===== src/rtl/btnck_pkg.sv =====
// Package for the beam top-N candidate keeper.
// Holds the store geometry and the command and status structs between
// controller and datapath. Depends on nothing.
`default_nettype none
package btnck_pkg;

  localparam int STORE_DEPTH = 8;
  localparam int IDX_W       = 3;
  localparam int CNT_W       = 4;
  localparam int SCORE_W     = 32;
  localparam int SRC_W       = 3;

  typedef logic [IDX_W-1:0] idx_t;
  typedef logic [CNT_W-1:0] cnt_t;

  // Commands from the controller to the datapath.
  typedef struct packed {
    logic load;     // latch the candidate of an accepted transaction
    idx_t rd_addr;  // store entry to read this cycle
    logic wr_en;    // write one store entry
    idx_t wr_addr;
    logic wr_new;   // 1 writes the candidate, 0 writes the entry read
    logic out_load; // present the entry read as a result
    logic out_last;
  } cmd_t;

  // Status from the datapath to the controller.
  typedef struct packed {
    logic ge;       // entry read scores at least the candidate
  } sts_t;

endpackage
`default_nettype wire


===== src/rtl/btnck_ctrl.sv =====
// Controller of the beam top-N candidate keeper: state machine, fill count,
// shift index and emit index. Depends on btnck_pkg.
`default_nettype none
module btnck_ctrl #(
  parameter int Cap = 8
) (
  input  wire              clk,
  input  wire              rst,
  input  wire              start,
  input  wire              start_new,
  input  wire              emit_after,
  output logic             busy,
  output btnck_pkg::cmd_t  cmd,
  input  btnck_pkg::sts_t  sts
);

  localparam logic [1:0] S_IDLE  = 2'd0;
  localparam logic [1:0] S_CHECK = 2'd1;
  localparam logic [1:0] S_SHIFT = 2'd2;
  localparam logic [1:0] S_EMIT  = 2'd3;

  localparam btnck_pkg::cnt_t CAP_CNT  = btnck_pkg::CNT_W'(Cap);
  localparam btnck_pkg::idx_t CAP_LAST = btnck_pkg::IDX_W'(Cap - 1);

  logic [1:0]      state, state_next;
  btnck_pkg::cnt_t count, count_next;
  btnck_pkg::idx_t pos, pos_next;
  btnck_pkg::idx_t rank, rank_next;
  logic            emit, emit_next;
  logic            rank_last;

  assign busy      = (state != S_IDLE);
  assign rank_last = (({1'b0, rank} + btnck_pkg::cnt_t'(1)) == count);

  always_comb begin
    state_next   = state;
    count_next   = count;
    pos_next     = pos;
    rank_next    = rank;
    emit_next    = emit;
    cmd          = '0;
    case (state)
      S_IDLE: begin
        if (start) begin
          cmd.load  = 1'b1;
          emit_next = emit_after;
          rank_next = '0;
          if (start_new) begin
            count_next = btnck_pkg::cnt_t'(1);
            pos_next   = '0;
            state_next = S_SHIFT;
          end else if (count == CAP_CNT) begin
            pos_next   = CAP_LAST;
            state_next = S_CHECK;
          end else begin
            count_next = count + btnck_pkg::cnt_t'(1);
            pos_next   = count[btnck_pkg::IDX_W-1:0];
            state_next = S_SHIFT;
          end
        end
      end
      S_CHECK: begin
        // A full list keeps its lowest entry unless the candidate beats it.
        cmd.rd_addr = CAP_LAST;
        if (sts.ge) begin
          state_next = emit ? S_EMIT : S_IDLE;
        end else begin
          state_next = S_SHIFT;
        end
      end
      S_SHIFT: begin
        // Walk up from the free slot, moving lower-scoring entries down one.
        cmd.rd_addr = pos - btnck_pkg::idx_t'(1);
        cmd.wr_en   = 1'b1;
        cmd.wr_addr = pos;
        if (pos == '0 || sts.ge) begin
          cmd.wr_new = 1'b1;
          state_next = emit ? S_EMIT : S_IDLE;
        end else begin
          pos_next = pos - btnck_pkg::idx_t'(1);
        end
      end
      S_EMIT: begin
        cmd.rd_addr  = rank;
        cmd.out_load = 1'b1;
        cmd.out_last = rank_last;
        if (rank_last) begin
          state_next = S_IDLE;
        end else begin
          rank_next = rank + btnck_pkg::idx_t'(1);
        end
      end
      default: begin
        state_next = S_IDLE;
      end
    endcase
  end

  always_ff @(posedge clk) begin
    if (rst) begin
      state <= S_IDLE;
      count <= '0;
      pos   <= '0;
      rank  <= '0;
      emit  <= 1'b0;
    end else begin
      state <= state_next;
      count <= count_next;
      pos   <= pos_next;
      rank  <= rank_next;
      emit  <= emit_next;
    end
  end

endmodule
`default_nettype wire


===== src/rtl/btnck_datapath.sv =====
// Datapath of the beam top-N candidate keeper: candidate register, the
// eight-entry store, score compare and result registers. Depends on btnck_pkg.
`default_nettype none
module btnck_datapath (
  input  wire                              clk,
  input  wire                              rst,
  input  btnck_pkg::cmd_t                  cmd,
  output btnck_pkg::sts_t                  sts,
  input  wire [btnck_pkg::SCORE_W-1:0]     cand_score,
  input  wire                              cand_tag,
  input  wire [btnck_pkg::SRC_W-1:0]       cand_source,
  output logic                             out_strobe,
  output logic [btnck_pkg::SCORE_W-1:0]    out_score,
  output logic                             out_tag,
  output logic [btnck_pkg::SRC_W-1:0]      out_source,
  output logic [btnck_pkg::IDX_W-1:0]      out_rank,
  output logic                             run_last
);

  logic [btnck_pkg::SCORE_W-1:0] score_q;
  logic                          tag_q;
  logic [btnck_pkg::SRC_W-1:0]   src_q;

  logic [btnck_pkg::SCORE_W-1:0] kept_score [btnck_pkg::STORE_DEPTH];
  logic                          kept_tag   [btnck_pkg::STORE_DEPTH];
  logic [btnck_pkg::SRC_W-1:0]   kept_src   [btnck_pkg::STORE_DEPTH];

  logic [btnck_pkg::SCORE_W-1:0] rd_score;
  logic                          rd_tag;
  logic [btnck_pkg::SRC_W-1:0]   rd_src;

  assign rd_score = kept_score[cmd.rd_addr];
  assign rd_tag   = kept_tag[cmd.rd_addr];
  assign rd_src   = kept_src[cmd.rd_addr];
  assign sts.ge   = (rd_score >= score_q);

  always_ff @(posedge clk) begin
    if (cmd.load) begin
      score_q <= cand_score;
      tag_q   <= cand_tag;
      src_q   <= cand_source;
    end
    if (cmd.wr_en) begin
      kept_score[cmd.wr_addr] <= cmd.wr_new ? score_q : rd_score;
      kept_tag[cmd.wr_addr]   <= cmd.wr_new ? tag_q   : rd_tag;
      kept_src[cmd.wr_addr]   <= cmd.wr_new ? src_q   : rd_src;
    end
    if (cmd.out_load) begin
      out_score  <= rd_score;
      out_tag    <= rd_tag;
      out_source <= rd_src;
      out_rank   <= cmd.rd_addr;
      run_last   <= cmd.out_last;
    end
  end

  always_ff @(posedge clk) begin
    if (rst) begin
      out_strobe <= 1'b0;
    end else begin
      out_strobe <= cmd.out_load;
    end
  end

endmodule
`default_nettype wire


===== src/rtl/beam_top_n_candidate_keeper_top.sv =====
// Top level of the beam top-N candidate keeper: controller and datapath.
// Depends on btnck_pkg, btnck_ctrl and btnck_datapath.
//
//   channel  | handshake               | payload
//   ---------+-------------------------+---------------------------------------
//   input    | start, busy             | cand_score, cand_tag, cand_source,
//            |                         | start_new, emit_after
//   result   | out_strobe              | out_score, out_tag, out_source,
//            |                         | out_rank, run_last
//
// An insert moves each lower-scoring store entry down one place, one at a
// time as the single read port of the store allows, then writes the candidate;
// a full list first compares its lowest entry and drops a candidate that does
// not beat it. An emit then reads out every kept entry. Each result appears in
// the cycle after it is read and is held for one cycle only, since the receiver
// cannot stall. Reset clears the fill count and the controller, not the store.
`default_nettype none
module beam_top_n_candidate_keeper_top #(
  parameter int BEAM_WIDTH = 8
) (
  input  wire                           clk,
  input  wire                           rst,
  input  wire                           start,
  output logic                          busy,
  input  wire [btnck_pkg::SCORE_W-1:0]  cand_score,
  input  wire                           cand_tag,
  input  wire [btnck_pkg::SRC_W-1:0]    cand_source,
  input  wire                           start_new,
  input  wire                           emit_after,
  output logic                          out_strobe,
  output logic [btnck_pkg::SCORE_W-1:0] out_score,
  output logic                          out_tag,
  output logic [btnck_pkg::SRC_W-1:0]   out_source,
  output logic [btnck_pkg::IDX_W-1:0]   out_rank,
  output logic                          run_last
);

  // Capacity in use is bounded by the eight-entry store.
  localparam int Cap = (BEAM_WIDTH < 1) ? 1 :
                       ((BEAM_WIDTH > btnck_pkg::STORE_DEPTH) ? btnck_pkg::STORE_DEPTH
                                                              : BEAM_WIDTH);

  btnck_pkg::cmd_t cmd;
  btnck_pkg::sts_t sts;

  btnck_ctrl #(
    .Cap(Cap)
  ) u_ctrl (
    .clk        (clk),
    .rst        (rst),
    .start      (start),
    .start_new  (start_new),
    .emit_after (emit_after),
    .busy       (busy),
    .cmd        (cmd),
    .sts        (sts)
  );

  btnck_datapath u_datapath (
    .clk         (clk),
    .rst         (rst),
    .cmd         (cmd),
    .sts         (sts),
    .cand_score  (cand_score),
    .cand_tag    (cand_tag),
    .cand_source (cand_source),
    .out_strobe  (out_strobe),
    .out_score   (out_score),
    .out_tag     (out_tag),
    .out_source  (out_source),
    .out_rank    (out_rank),
    .run_last    (run_last)
  );

  // A result is only ever read out while a transaction is in progress.
  a_strobe_from_busy: assert property (@(posedge clk) disable iff (rst)
    out_strobe |-> $past(busy))
    else $error("result strobe without a transaction in progress");

  // Every accepted transaction raises busy in the cycle after it is accepted.
  a_accept_busy: assert property (@(posedge clk) disable iff (rst)
    (start && !busy) |=> busy)
    else $error("accepted transaction did not raise busy");

  // Ranks of one emitted list come in consecutive cycles, counting up.
  a_rank_step: assert property (@(posedge clk) disable iff (rst)
    (out_strobe && !run_last) |=> (out_strobe && out_rank == $past(out_rank) + 3'd1))
    else $error("emitted ranks are not consecutive");

  // The last entry of a list closes the run.
  a_last_closes: assert property (@(posedge clk) disable iff (rst)
    (out_strobe && run_last) |=> !out_strobe)
    else $error("result strobe after the last entry");

endmodule
`default_nettype wire

===== config.mk =====
export PLATFORM = sky130hd
export DESIGN_NAME = beam_top_n_candidate_keeper_top
export DESIGN_NICKNAME = d
export VERILOG_FILES = /design/src/rtl/btnck_pkg.sv /design/src/rtl/btnck_ctrl.sv /design/src/rtl/btnck_datapath.sv /design/src/rtl/beam_top_n_candidate_keeper_top.sv
export SDC_FILE = /design/constraint.sdc
export NUM_CORES = 1
export LEC_CHECK = 0
export ABC_AREA = 0
export ABC_CLOCK_PERIOD_IN_PS = 5500
export BUFFER_PORTS_ARGS = -buffer_cell sky130_fd_sc_hd__buf_2
export CORE_MARGIN = 2
export CORE_UTILIZATION = 40
export CTS_CLUSTER_SIZE = 30
export DETAILED_ROUTE_END_ITERATION = 8
export PLACE_DENSITY = 0.63
export SYNTH_ARGS = -nofsm -noshare
export SYNTH_HDL_FRONTEND = slang
export SYNTH_SLANG_ARGS = --single-unit

===== constraint.sdc =====
create_clock -name clk -period 5.5 [get_ports clk]
set_input_delay 1.1 -clock clk [delete_from_list [all_inputs] [get_ports clk]]
set_output_delay 1.1 -clock clk [all_outputs]
set_load 0.005 [all_outputs]

-- Word-level counts from Yosys, hierarchy flattened
Memories as Yosys holds them, arrays and structs flattened.
Cells that the tools add are included.
- shift-type cells: 0
- multiplexer cells: 29
- eq/ne operators: 11
- bitwise operators: 0
- $lt $le $gt $ge: 1
- add/subtract/negate cells: 4
- multipliers: 0
- reduce and logical (&&, ||, !) cells: 11
- divide/modulo/power cells: 0
- operators with widths (cell ; number):
    >= comparator 32 bit ; 1
    two-way mux 32 bit ; 1
    two-way mux 3 bit ; 7
    two-way mux 2 bit ; 8
    one-hot mux 3 bit (2 select lines) ; 2
    AND reduction 3 bit ; 4
    one-hot mux 3 bit (3 select lines) ; 1
    two-way mux 4 bit ; 2
    inequality test 2 bit, second input constant ; 4
    one-hot mux 2 bit (4 select lines) ; 1
    two-way mux 1 bit ; 6
    nonzero test 2 bit ; 3
    two-way mux 5 bit ; 1
    adder 3 x 1 -> 4 bit, second input constant ; 1
    adder 4 x 1 -> 4 bit, second input constant ; 1
    == test 2 bit, second input constant ; 2
    == test 4 bit ; 1
    == test 4 bit, second input constant ; 1
    inequality test 2 x 1 -> 1 bit, second input constant ; 2
    adder 3 x 1 -> 3 bit, second input constant ; 1
    logical NOT 3 bit ; 1
    subtractor 3 x 1 -> 3 bit, second input constant ; 1
    == test 2 x 1 -> 1 bit, second input constant ; 1
    logical NOT 2 bit ; 1
    other kinds (2) ; 2
- bits in registers: 90
- bits in writable memories: 288
- logic and storage cells: 73
- output and inout bits: 42
- latch bits: 0
- bits of input ports: 41
- memories: 3
- bits in read-only memories: 0
- memories (memory ; depth ; width ; read ports ; clocked after memory_dff ; wr ports ; line ; RTL):
    u_datapath.kept_score ; 8 ; 32 ; 1 ; 0 ; 1 ; btnck_datapath.sv:24 ; logic [btnck_pkg::SCORE_W-1:0] kept_score [btnck_pkg::STORE_DEPTH];
    u_datapath.kept_src ; 8 ; 3 ; 1 ; 0 ; 1 ; btnck_datapath.sv:26 ; logic [btnck_pkg::SRC_W-1:0] kept_src [btnck_pkg::STORE_DEPTH];
    u_datapath.kept_tag ; 8 ; 1 ; 1 ; 0 ; 1 ; btnck_datapath.sv:25 ; logic kept_tag [btnck_pkg::STORE_DEPTH];

-- Depth between registers and ports, before layout
Gate-level depths: netlist (run 1).
An unclocked memory read counts as a cell.
- depth in word-level cells: 9
- gate-level depth with buffers: 18
- mapped depth without buffers: 15

-- Cells and area by module
A second synthesis (run 1) with hierarchy kept.
- cell total of the unflattened synthesis: 819
- area, all modules: 15278.4 um^2
- modules (own cells, without submodules) (module ; cells each ; instances ; area an instance (um^2)):
    btnck_datapath ; 688 ; 1 ; 14277.4
    btnck_ctrl ; 131 ; 1 ; 1001.0

-- Least setup slack after synthesis (run 1)
OpenSTA, ideal clock, no wires.
- path type: flip-flop to flip-flop
- start: register u_ctrl.state[0]
- end: memory u_datapath.kept_score[0][0] (netlist bit), enable pin
- clock period less this slack: 4.688 ns
- stages on the path, launching flop included: 5
- arrival time: 4.168 ns
- buffers on the path: 2
- required time: 4.981 ns
- setup slack: 0.812 ns
- library setup time: 0.519 ns
- cell sequence: dfxtp_1 buf_2 nand2b_1 buf_2 nor4_1
- cells in the longest elaborated chain, start to end: 4
- ends and longest elaborated chain (what ; line ; RTL):
    start, declared ; btnck_ctrl.sv:25 ; logic [1:0] state, state_next;
    start signal, assigned ; btnck_ctrl.sv:107 ; state <= state_next;
    == test 2 bit (*) ; btnck_ctrl.sv:42 ; case (state)
    two-way mux 5 bit (*) ; btnck_ctrl.sv:42 ;
    two-way mux 1 bit ; btnck_datapath.sv:43 ; if (cmd.wr_en) begin
    two-way mux 1 bit ; btnck_datapath.sv:44 ; kept_score[cmd.wr_addr] <= cmd.wr_new ? score_q : rd_score;
    end, declared ; btnck_datapath.sv:24 ;
Mark *: on every way between the ends. The rest lies on a longest branch, timed or not.

-- Worst setup path after layout (run 1)
- start: register u_ctrl.pos[0]
- end: memory u_datapath.kept_score[7][21] (netlist bit), data pin
- cells in the longest elaborated chain, start to end: 8
- elaborated cells between the ends (all ways): 9
- those cells by class: 1 x add/sub; 1 x order compare; 4 x mux; 2 x reduce/logical; 1 x memory
- ends and longest elaborated chain (what ; line ; RTL):
    start, declared ; btnck_ctrl.sv:27 ; btnck_pkg::idx_t pos, pos_next;
    start signal, assigned ; btnck_ctrl.sv:109 ; pos <= pos_next;
    subtractor 3 x 1 -> 3 bit ; btnck_ctrl.sv:73 ; cmd.rd_addr = pos - btnck_pkg::idx_t'(1);
    one-hot mux 3 bit (3 select lines) ; btnck_ctrl.sv:42 ;
    memory (8 x 32 bit) ; n/a ;
    named net u_datapath.rd_score (one bit) ; btnck_datapath.sv:28 ; logic [btnck_pkg::SCORE_W-1:0] rd_score;
    >= comparator 32 bit ; btnck_datapath.sv:35 ; assign sts.ge = (rd_score >= score_q);
    logical OR 1 bit ; btnck_ctrl.sv:76 ; if (pos == '0 || sts.ge) begin
    two-way mux 1 bit ; btnck_ctrl.sv:76 ;
    two-way mux 5 bit ; btnck_ctrl.sv:42 ;
    two-way mux 32 bit ; btnck_datapath.sv:44 ;
The timed path passes the listed nets, and every way through them passes these cells.

==> results of run 1 <==
repair_timing:
item / CTS / global route
endpoints found under the hold margin: 0 / 0
setup buffers: 0 / 1
hold buffers: 0 / 0
setup endpoints to repair: 0 / 8
final timing paths:
kind	startpoint	end	slack, ns	cells past startpoint
setup / recovery	u_ctrl.pos[0]	u_datapath.kept_score[7][21]	0.56	17
hold / removal	u_ctrl.rank[2]	u_ctrl.rank[2]	0.52	2
setup reg to reg	u_ctrl.pos[0]	u_datapath.kept_score[7][21]	0.56	17
hold reg to reg	u_ctrl.rank[2]	u_ctrl.rank[2]	0.52	2
layout make-up:
cell class | count | area (um2)
Multi-Input combinational cell | 330 | 3900
Tap cell | 511 | 639
Sequential cell | 378 | 11200
Inverter | 44 | 165
Timing Repair Buffer | 113 | 743
Clock buffer | 49 | 1060
Fill cell | 3156 | 19800
Clock inverter | 22 | 277
critical path, delay by kind of cell (launching register included):
kind	cells	cell delay, ns
AOI/OAI and AO/OA	4	0.61
adders and majority gates	2	0.64
buffers and inverters	4	0.84
DFF	1	0.49
muxes	3	1.07
and+or+nand+nor	4	0.98
sequential cells by signal, indices dropped and copies added (netlist names):
register / flops
u_datapath.score_q: 32
u_datapath.run_last: 1
u_ctrl.state: 2
u_datapath.out_rank: 3
u_datapath.out_score: 32
u_datapath.src_q: 3
u_datapath.kept_tag: 8
u_datapath.tag_q: 1
u_ctrl.rank: 3
u_ctrl.emit: 1
u_ctrl.pos: 3
u_datapath.kept_src: 24
u_datapath.out_tag: 1
u_datapath.kept_score: 256
u_datapath.out_strobe: 1
u_datapath.out_source: 3
u_ctrl.count: 4
metrics by stage:
step | power (mW) | area (um2) | std cells
after floorplan | 4.49 | 15400 | 781
after global placement | 4.84 | 16700 | 1375
after detailed placement | 4.86 | 16700 | 1375
after CTS | 7.56 | 18000 | 1446
after global routing | 7.81 | 18000 | 1447
final | 7.49 | 18000 | 1447
layer usage:
metal,up-vias,GRT usage [%]
met1,3952,21.7
met2,193,26.7
li1,3396,-
met3,44,2.67
met4,0,3.52
met5,-,0
layout by cell type (no fill, tap or decap), types with 3 or more instances in the layout:
cell,Yosys,routed
o211ai_1,3,3
buf_2,10,82
mux4_2,72,72
bufinv_16,0,5
xor2_1,3,3
nor3_1,8,4
clkbuf_16,0,41
nor3_2,0,3
nor2_1,26,23
nor2_4,0,3
mux2_2,50,50
nand4_1,4,4
a211oi_1,5,5
inv_1,41,40
dfxtp_1,14,14
nor2b_1,3,3
nand2_1,22,22
buf_12,0,8
buf_4,2,23
nand2b_1,3,3
o21ai_0,10,10
mux2_4,20,20
a21oi_1,21,21
clkinv_1,1,4
ha_1,37,37
inv_2,2,4
clkinv_2,0,8
clkbuf_1,7,8
edfxtp_1,364,364
power breakdown:
group	internal (mW)	leakage, nW	switching, mW
combinational	0.550	2.19	0.687
clock	1.61	0.650	1.09
sequential	3.51	3.42	0.0410
total	5.68	6.26	1.81
cell families (layout without fill, tap and decap cells):
logic type / after synthesis / in the layout / share of synthesized area [%]
flops: 378 / 378 / 72.8
mux: 144 / 144 / 16.3
fa+ha+maj: 37 / 37 / 3.01
compound gates: 60 / 60 / 2.60
xor+xnor: 4 / 4 / 0.228
simple gates: 85 / 85 / 2.75
buf+inv: 73 / 228 / 2.35
==> impl_metrics.json, run 1 <==
{
  "met3_length_um": 1550,
  "start_util_pct": 40.8,
  "htree_levels": 2,
  "rows": 71,
  "synth_common_cells": "edfxtp_1, mux4_2, mux2_2",
  "cp_max_fo": 35,
  "worst_pin_slew_ns": 0.988,
  "cts_root_buf": "clkbuf_16",
  "syn_to_final_growth_pct": 16.9,
  "path_class": "flip-flop to flip-flop",
  "layout.nets": 985,
  "post_route_cells_drive_above_1_share_pct": 35.8,
  "period_share_pct": 89.9,
  "path_clk_slew_ns": 0.06,
  "post_drt_wl_per_cell_um": 21.9,
  "cp.required_ns": 5.74,
  "viasPerCell": 5.24,
  "dp_slack_ns": 0.279,
  "drt_wl_total_um": 31600,
  "rsz0062_at_grt": "no",
  "hold_path.class": "flip-flop to flip-flop",
  "topRoutingLayerUsed": "met4",
  "synth_area_um2": 15400,
  "drt_iter0_drc": 606,
  "maxSlewViolCount": 0,
  "gp_congestion": 0.752,
  "yosys_register_bits": 378,
  "drcViolationCount": 0,
  "synth_top_flop_cell": "edfxtp_1",
  "cts_buffers": 40,
  "io_pins": 83,
  "yosysMostFrequentCell": "edfxtp_1",
  "dr.pass1.iters": 5,
  "ir_drop_v": 0.000197,
  "antenna_found_initial": 0,
  "first_global_vias": 7778,
  "maxCapViolations": 0,
  "postRouteAntennaNets": 0,
  "start_kind": "flip-flop",
  "grt_max_degree": 43,
  "die_x_um": 200,
  "post_cts_resized": 0,
  "path_cells": "inv_1 -> ha_1 -> nor2_1 -> a21oi_4 -> buf_12 -> mux4_2 -> mux2_2 -> ha_1 -> nand4_1 -> nor4_1 -> buf_4 -> o211ai_1 -> a41oi_2 -> or2_1 -> o21ai_4 -> buf_4 -> mux2_1",
  "grt.overflow.total": 0,
  "slowest_stage": "nor4_1",
  "p_leak_nw": 6.26,
  "dieHeight_um": 200,
  "synth_edf_count": 364,
  "holdWs_ns": 0.518,
  "skew_ns": 0.0258,
  "dp_hpwl_um": 18800,
  "power_density_nw_per_um2": 416,
  "max_freq_mhz": 202,
  "setup_violations": 0,
  "setup-tns-final_ns": 0,
  "synth_top_area_share_pct": 71.0,
  "max_slew_margin_pct": 33.7,
  "synth_warnings": 0,
  "ys_types": 58,
  "synth.area.top_cells": "edfxtp_1, mux4_2, mux2_2",
  "cp.arrival_ns": 5.18,
  "end_kind": "flip-flop",
  "dieArea_um2": 40100,
  "drt-met1-wl_um": 13900,
  "setup_ws_ns": 0.558,
  "critPathMaxStageDelay_ns": 0.55,
  "yosysSeqAreaShare_pct": 72.8,
  "antenna_cells": 0,
  "cts.sinks": 378,
  "synth_area_per_cell_um2": 19.7,
  "io_buffers": 82,
  "cts_buffer_depth": 3,
  "synth_nets": 859,
  "grt_pass1_wl_um": 47800,
  "route.met2.wl_um": 15700,
  "synth_cells": 781,
  "final.min_clock_period_ns": 4.94,
  "core_region_area_um2": 37800,
  "async_flop_share_pct": 0,
  "final_core_util_pct": 47.7,
  "status": "finished clean",
  "grt_usage_pct": 15.9,
  "via_count": 7585,
  "final_hold_viol_count": 0,
  "clock_latency_ns": 0.54,
  "yosysTopAreaCell": "edfxtp_1",
  "cts_tree": "built"
}
Note: power is estimated with default switching activity, not from simulation.
==> run 2, diff against run 1 <==
--- a/config.mk
+++ b/config.mk
@@ -12,7 +12,9 @@
 export CORE_UTILIZATION = 40
 export CTS_CLUSTER_SIZE = 30
 export DETAILED_ROUTE_END_ITERATION = 8
-export PLACE_DENSITY = 0.63
+export PLACE_DENSITY = 0.64
+export REMOVE_ABC_BUFFERS = 1
+export SETUP_SLACK_MARGIN = 0.15
 export SYNTH_ARGS = -nofsm -noshare
 export SYNTH_HDL_FRONTEND = slang
 export SYNTH_SLANG_ARGS = --single-unit
==> impl_metrics.json, run 2 (synthesis results as in run 1) <==
{
  "antenna_cells": 0,
  "worst_pin_slew_ns": 0.775,
  "drcViolationCount": 0,
  "critPathMaxStageDelay_ns": 0.49,
  "setup_violations": 0,
  "layout_commonest_cell": "edfxtp_1",
  "top_register": "u_datapath.kept_score",
  "io_pins": 83,
  "syn_to_final_growth_pct": 15.8,
  "slowest_stage": "dfxtp_1",
  "rows": 71,
  "cts_root_buf": "clkbuf_16",
  "post_cts_resized": 0,
  "hp-start": "u_ctrl.rank[2]",
  "final_cells": 1447,
  "cts_buffer_depth": 3,
  "r2r_slack_ns": 0.47,
  "dr.pass1.iters": 4,
  "dieArea_um2": 40100,
  "grtUsageMet3_pct": 2.93,
  "skew_ns": 0.0148,
  "final.min_clock_period_ns": 5.03,
  "postRouteAntennaNets": 0,
  "io_buffers": 82,
  "cts_tree": "built",
  "ir_drop_v": 0.000212,
  "final_hold_viol_count": 0,
  "p_sw_mw": 1.76,
  "grt.overflow.total": 0,
  "path_cells": "inv_1 -> ha_1 -> nor2_1 -> a21oi_4 -> buf_4 -> mux4_2 -> mux2_2 -> ha_1 -> nand4_1 -> nor4_2 -> o211ai_1 -> a41oi_2 -> or2_1 -> o21ai_4 -> buf_12 -> mux2_1",
  "setup-tns-final_ns": 0,
  "dp.cells": 1376,
  "end_kind": "flip-flop",
  "via_count": 7541,
  "maxCapViolations": 0,
  "fillers": 3211,
  "core_region_area_um2": 37800,
  "clock_latency_ns": 0.53,
  "power.internal_mw": 5.51,
  "post_route_cells_drive_above_1_share_pct": 35.5,
  "rsz0062_at_grt": "no",
  "gp_congestion": 0.740,
  "r2r-start": "u_ctrl.pos[0]",
  "cp.arrival_ns": 5.26,
  "worstSetupStartpoint": "u_ctrl.pos[0]",
  "final_core_util_pct": 47.2,
  "register_area_um2": 11200,
  "top_regs": "u_datapath.kept_score: 256 flops, u_datapath.out_score: 32 flops, u_datapath.score_q: 32 flops",
  "grt_usage_pct": 15.7,
  "largest_reg_flops": 256,
  "grt_pass1_wl_um": 47400,
  "path_clk_slew_ns": 0.06,
  "maxSlewViolCount": 0,
  "cp.required_ns": 5.74,
  "cp_max_fo": 28,
  "htree_levels": 2,
  "start_kind": "flip-flop",
  "cts.sinks": 378,
  "drt_iter0_drc": 509,
  "power_density_nw_per_um2": 408,
  "dieHeight_um": 200,
  "start_util_pct": 40.8,
  "cts_buffers": 40,
  "layout_common_cells": "edfxtp_1, buf_2, mux4_2",
  "layout.nets": 985,
  "status": "finished clean",
  "drt_wl_total_um": 31100,
  "use_met2_pct": 24.9,
  "use_met1_pct": 22.3,
  "post_drt_wl_per_cell_um": 21.5,
  "holdWs_ns": 0.516,
  "seqPwrFrac_pct": 48.9,
  "cts_hold_buf": 0,
  "period_share_pct": 91.4,
  "antenna_found_initial": 0,
  "grt_max_degree": 47,
  "first_global_vias": 7713,
  "postCtsSetupRepairBufs": 0,
  "max_freq_mhz": 199,
  "netSwitchingFraction_pct": 24.3,
  "dp_hpwl_um": 18400,
  "path_class": "flip-flop to flip-flop",
  "hold_path.class": "flip-flop to flip-flop",
  "combPwrFrac_pct": 16.7,
  "clkPwrFrac_pct": 34.4,
  "p_leak_nw": 6.19,
  "multi_input_area_um2": 3910,
  "path_common_cell": "ha_1",
  "max_slew_margin_pct": 48.1,
  "viasPerCell": 5.21,
  "die_x_um": 200,
  "top_usage_layer": "met2"
}
## run 2: cell count changes in the layout (fill, tap and decap cells not counted), moves of 2 or more
cell       before  now
clkinv_2        8   10
clkinv_1        4    8
bufinv_16       5    2
buf_4          23   27
buf_12          8    4
## run 2: worst paths after layout
kind                                  end  depth (start not counted)
min reg2reg                u_ctrl.rank[2]                          2
max reg2reg  u_datapath.kept_score[4][21]                         16
min                        u_ctrl.rank[2]                          2
max          u_datapath.kept_score[4][21]                         16
## run 2: worst max-delay path, delay by kind of cell (launching register included)
family                   cells  cell delay (ns)
AO/OA/AOI/OAI                4             0.97
buffers and inverters        3             0.65
AND/OR/NAND/NOR              4             0.94
adder cells (fa/ha/maj)      2             0.59
flip-flops                   1             0.49
multiplexers                 3             1.07
## run 2: power by group through the flow
stage	clock network (mW)	logic (mW)	registers [mW]
global route	2.68	1.35	3.56
detailed placement	0	1.23	3.62
finish	2.50	1.22	3.56
floorplan	0	0.900	3.60
global placement	0	1.21	3.61
CTS	2.57	1.23	3.56
## run 2: layout make-up
cell class	count	share of cell area [%]
clock buffer	50	5.94
clock inverter	21	0.835
inverter	44	0.926
multi-input combinational	330	21.9
sequential	378	62.9
tap	511	3.59
timing repair buffer	113	3.89
## run 2: per-layer routing
metal	wire, um	up-vias
met5	0	-
met4	613	0
met3	1610	48
met2	14400	170
met1	14400	3923
li1	-	3400
## run 2: through the flow
stage | total power, mW | setup WS, ns | instance area (um2)
2_1_floorplan | 4.50 | -5.11 | 15200
3_3_place_gp | 4.82 | 0.310 | 16600
3_5_place_dp | 4.85 | 0.263 | 16600
4_1_cts | 7.36 | 0.230 | 17800
5_1_grt | 7.60 | 0.159 | 17800
6_report | 7.27 | 0.473 | 17800
==> run 3, diff against run 2 <==
--- a/config.mk
+++ b/config.mk
@@ -6,13 +6,13 @@
 export NUM_CORES = 1
 export LEC_CHECK = 0
 export ABC_AREA = 0
-export ABC_CLOCK_PERIOD_IN_PS = 5500
+export ABC_CLOCK_PERIOD_IN_PS = 4600
 export BUFFER_PORTS_ARGS = -buffer_cell sky130_fd_sc_hd__buf_2
 export CORE_MARGIN = 2
-export CORE_UTILIZATION = 40
+export CORE_UTILIZATION = 55
 export CTS_CLUSTER_SIZE = 30
 export DETAILED_ROUTE_END_ITERATION = 8
-export PLACE_DENSITY = 0.64
+export PLACE_DENSITY = 0.84
 export REMOVE_ABC_BUFFERS = 1
 export SETUP_SLACK_MARGIN = 0.15
 export SYNTH_ARGS = -nofsm -noshare
==> constraint.sdc (replaced) <==
create_clock -name clk -period 4.6 [get_ports clk]
set_input_delay 0.92 -clock clk [delete_from_list [all_inputs] [get_ports clk]]
set_output_delay 0.92 -clock clk [all_outputs]
set_load 0.005 [all_outputs]
==> impl_metrics.json, run 3 (synthesis results as in run 1) <==
{
  "status": "complete, but fails checks",
  "violations": "negative setup slack",
  "cts_buffer_depth": 3,
  "path_cells": "nand2_4 -> o22ai_4 -> buf_6 -> buf_12 -> buf_8 -> mux4_2 -> mux2_4 -> ha_4 -> nand4_1 -> buf_4 -> buf_4 -> nor2_1 -> a221oi_2 -> o211ai_1 -> or2_4 -> o21ai_4 -> buf_6 -> clkbuf_16 -> mux2_4",
  "layout.nets": 1048,
  "slowest_stage": "mux4_2",
  "max_slew_margin_pct": 25.8,
  "period_share_pct": 102,
  "post_route_cells_drive_above_1_share_pct": 42.6,
  "start_util_pct": 55.6,
  "setup_ws_ns": -0.0878,
  "io_buffers": 82,
  "dr.pass1.iters": 5,
  "core_region_area_um2": 27700,
  "cts_hold_buf": 0,
  "p_leak_nw": 6.75,
  "use_met1_pct": 31.7,
  "rows": 61,
  "start_kind": "flip-flop",
  "end_kind": "flip-flop",
  "dp_hpwl_um": 18400,
  "max_freq_mhz": 213,
  "ir_drop_v": 0.000276,
  "htree_levels": 2,
  "via_count": 8443,
  "viasPerCell": 6.13,
  "path_buf_inv": 7,
  "hold_path.class": "flip-flop to flip-flop",
  "first_global_vias": 8385,
  "cp_max_fo": 8,
  "top_register": "u_datapath.kept_score",
  "use_met2_pct": 38.8,
  "fillers": 1628,
  "io_pins": 83,
  "maxSlewViolCount": 0,
  "design_area_um2": 18800,
  "final_hold_viol_count": 0,
  "critPathTopFamily": "multiplexers",
  "dpl_cell_area_um2": 16600,
  "dieArea_um2": 29400,
  "post_drt_wl_per_cell_um": 26.6,
  "rsz0062_at_grt": "yes",
  "cts_root_buf": "clkbuf_16",
  "cts_tree": "built",
  "path_class": "flip-flop to flip-flop",
  "final_cells": 1377,
  "drcViolationCount": 0,
  "final_core_util_pct": 67.8,
  "cts_buffers": 37,
  "layout_commonest_cell": "edfxtp_1",
  "clock_latency_ns": 0.54,
  "top_regs": "u_datapath.kept_score: 256 flops, u_datapath.out_score: 32 flops, u_datapath.score_q: 32 flops",
  "cp.required_ns": 4.88,
  "power_density_nw_per_um2": 490,
  "path_clk_slew_ns": 0.07,
  "final.min_clock_period_ns": 4.69,
  "drt_wl_total_um": 36700,
  "grt.overflow.total": 0,
  "grtUsageMet3_pct": 4.10,
  "antenna_cells": 0,
  "layout_common_cells": "edfxtp_1, buf_2, mux4_2",
  "dieHeight_um": 171,
  "grt_usage_pct": 23.4,
  "critPathMaxStageDelay_ns": 0.53,
  "setup-tns-final_ns": -18.14,
  "power_mw": 9.21,
  "syn_to_final_growth_pct": 22.0,
  "die_x_um": 171,
  "drt_iter0_drc": 1017,
  "gp_congestion": 0.809,
  "maxCapViolations": 0,
  "skew_ns": 0.0277,
  "setup_violations": 289,
  "dp.cells": 1255,
  "top_usage_layer": "met2",
  "cts.sinks": 378,
  "cp.arrival_ns": 4.96,
  "worst_pin_slew_ns": 1.11,
  "grt_max_degree": 44,
  "largest_reg_flops": 256,
  "antenna_found_initial": 0,
  "postRouteAntennaNets": 0,
  "grt_pass1_wl_um": 50200
}
-- run 3: cell count changes in the layout (fill, tap and decap cells not counted), moves of 4 or more --
cell	delta
ha_1	-9
mux2_2	-24
buf_4	+30
dfxtp_1	-4
buf_16	+7
clkinvlp_4	+5
ha_4	+8
buf_6	+13
buf_12	+10
mux2_4	+25
-- run 3: worst register-to-register path, delay by kind of cell, from the launching register on --
family / cells / cell delay [ns]
AO/OA/AOI/OAI: 4 / 0.91
multiplexers: 3 / 1.22
AND/OR/NAND/NOR: 4 / 0.63
buffers and inverters: 7 / 0.98
flip-flops: 1 / 0.41
adder cells (fa/ha/maj): 1 / 0.27
-- run 3: metrics by stage --
step                      hold slack [ns]  setup slack (ns)
final                               0.532           -0.0878
after global routing                0.550            -0.131
after CTS                           0.520             0.153
after detailed placement            0.512            -0.114
after global placement              0.491            0.0161
after floorplan                     0.452             -6.01
-- run 3: final cells by class --
class,count,area (um2),share of cell area [%]
flip-flops and latches,378,11200,59.8
multi-input cells,330,4190,22.3
repair buffers,179,1580,8.40
clock buffers,46,1000,5.34
well taps,378,473,2.52
inverters,44,174,0.926
clock inverters,22,138,0.733
-- run 3: worst paths after layout --
check	depth (start not counted)	slack, ns	to	startpoint
worst max-delay path	19	-0.09	u_datapath.kept_score[4][24]	u_ctrl.state[1]
worst min-delay path	2	0.53	u_ctrl.rank[2]	u_ctrl.rank[2]
worst max register to register	19	-0.09	u_datapath.kept_score[4][24]	u_ctrl.state[1]
worst min register to register	2	0.53	u_ctrl.rank[2]	u_ctrl.rank[2]
-- run 3: repair_timing --
| item | CTS | global route |
|---|---|---|
| setup endpoints to repair | 291 | 291 |
| pin swaps | 10 | 16 |
| cloned | 5 | 3 |
| gates resized for setup | 46 | 59 |
| setup buffers | 30 | 16 |
-- run 3: routing by layer --
| metal | vias up | part of all wire (%) |
|---|---|---|
| li1 | 3530 | - |
| met1 | 4363 | 39 |
| met2 | 483 | 51 |
| met3 | 67 | 7.6 |
| met4 | 0 | 2.8 |
| met5 | - | 0 |
-- run 3: where the power goes --
group	leakage, nW	internal [mW]	switching [mW]
combinational	2.78	0.998	1.07
sequential	3.42	4.20	0.0567
clock	0.550	1.61	1.28
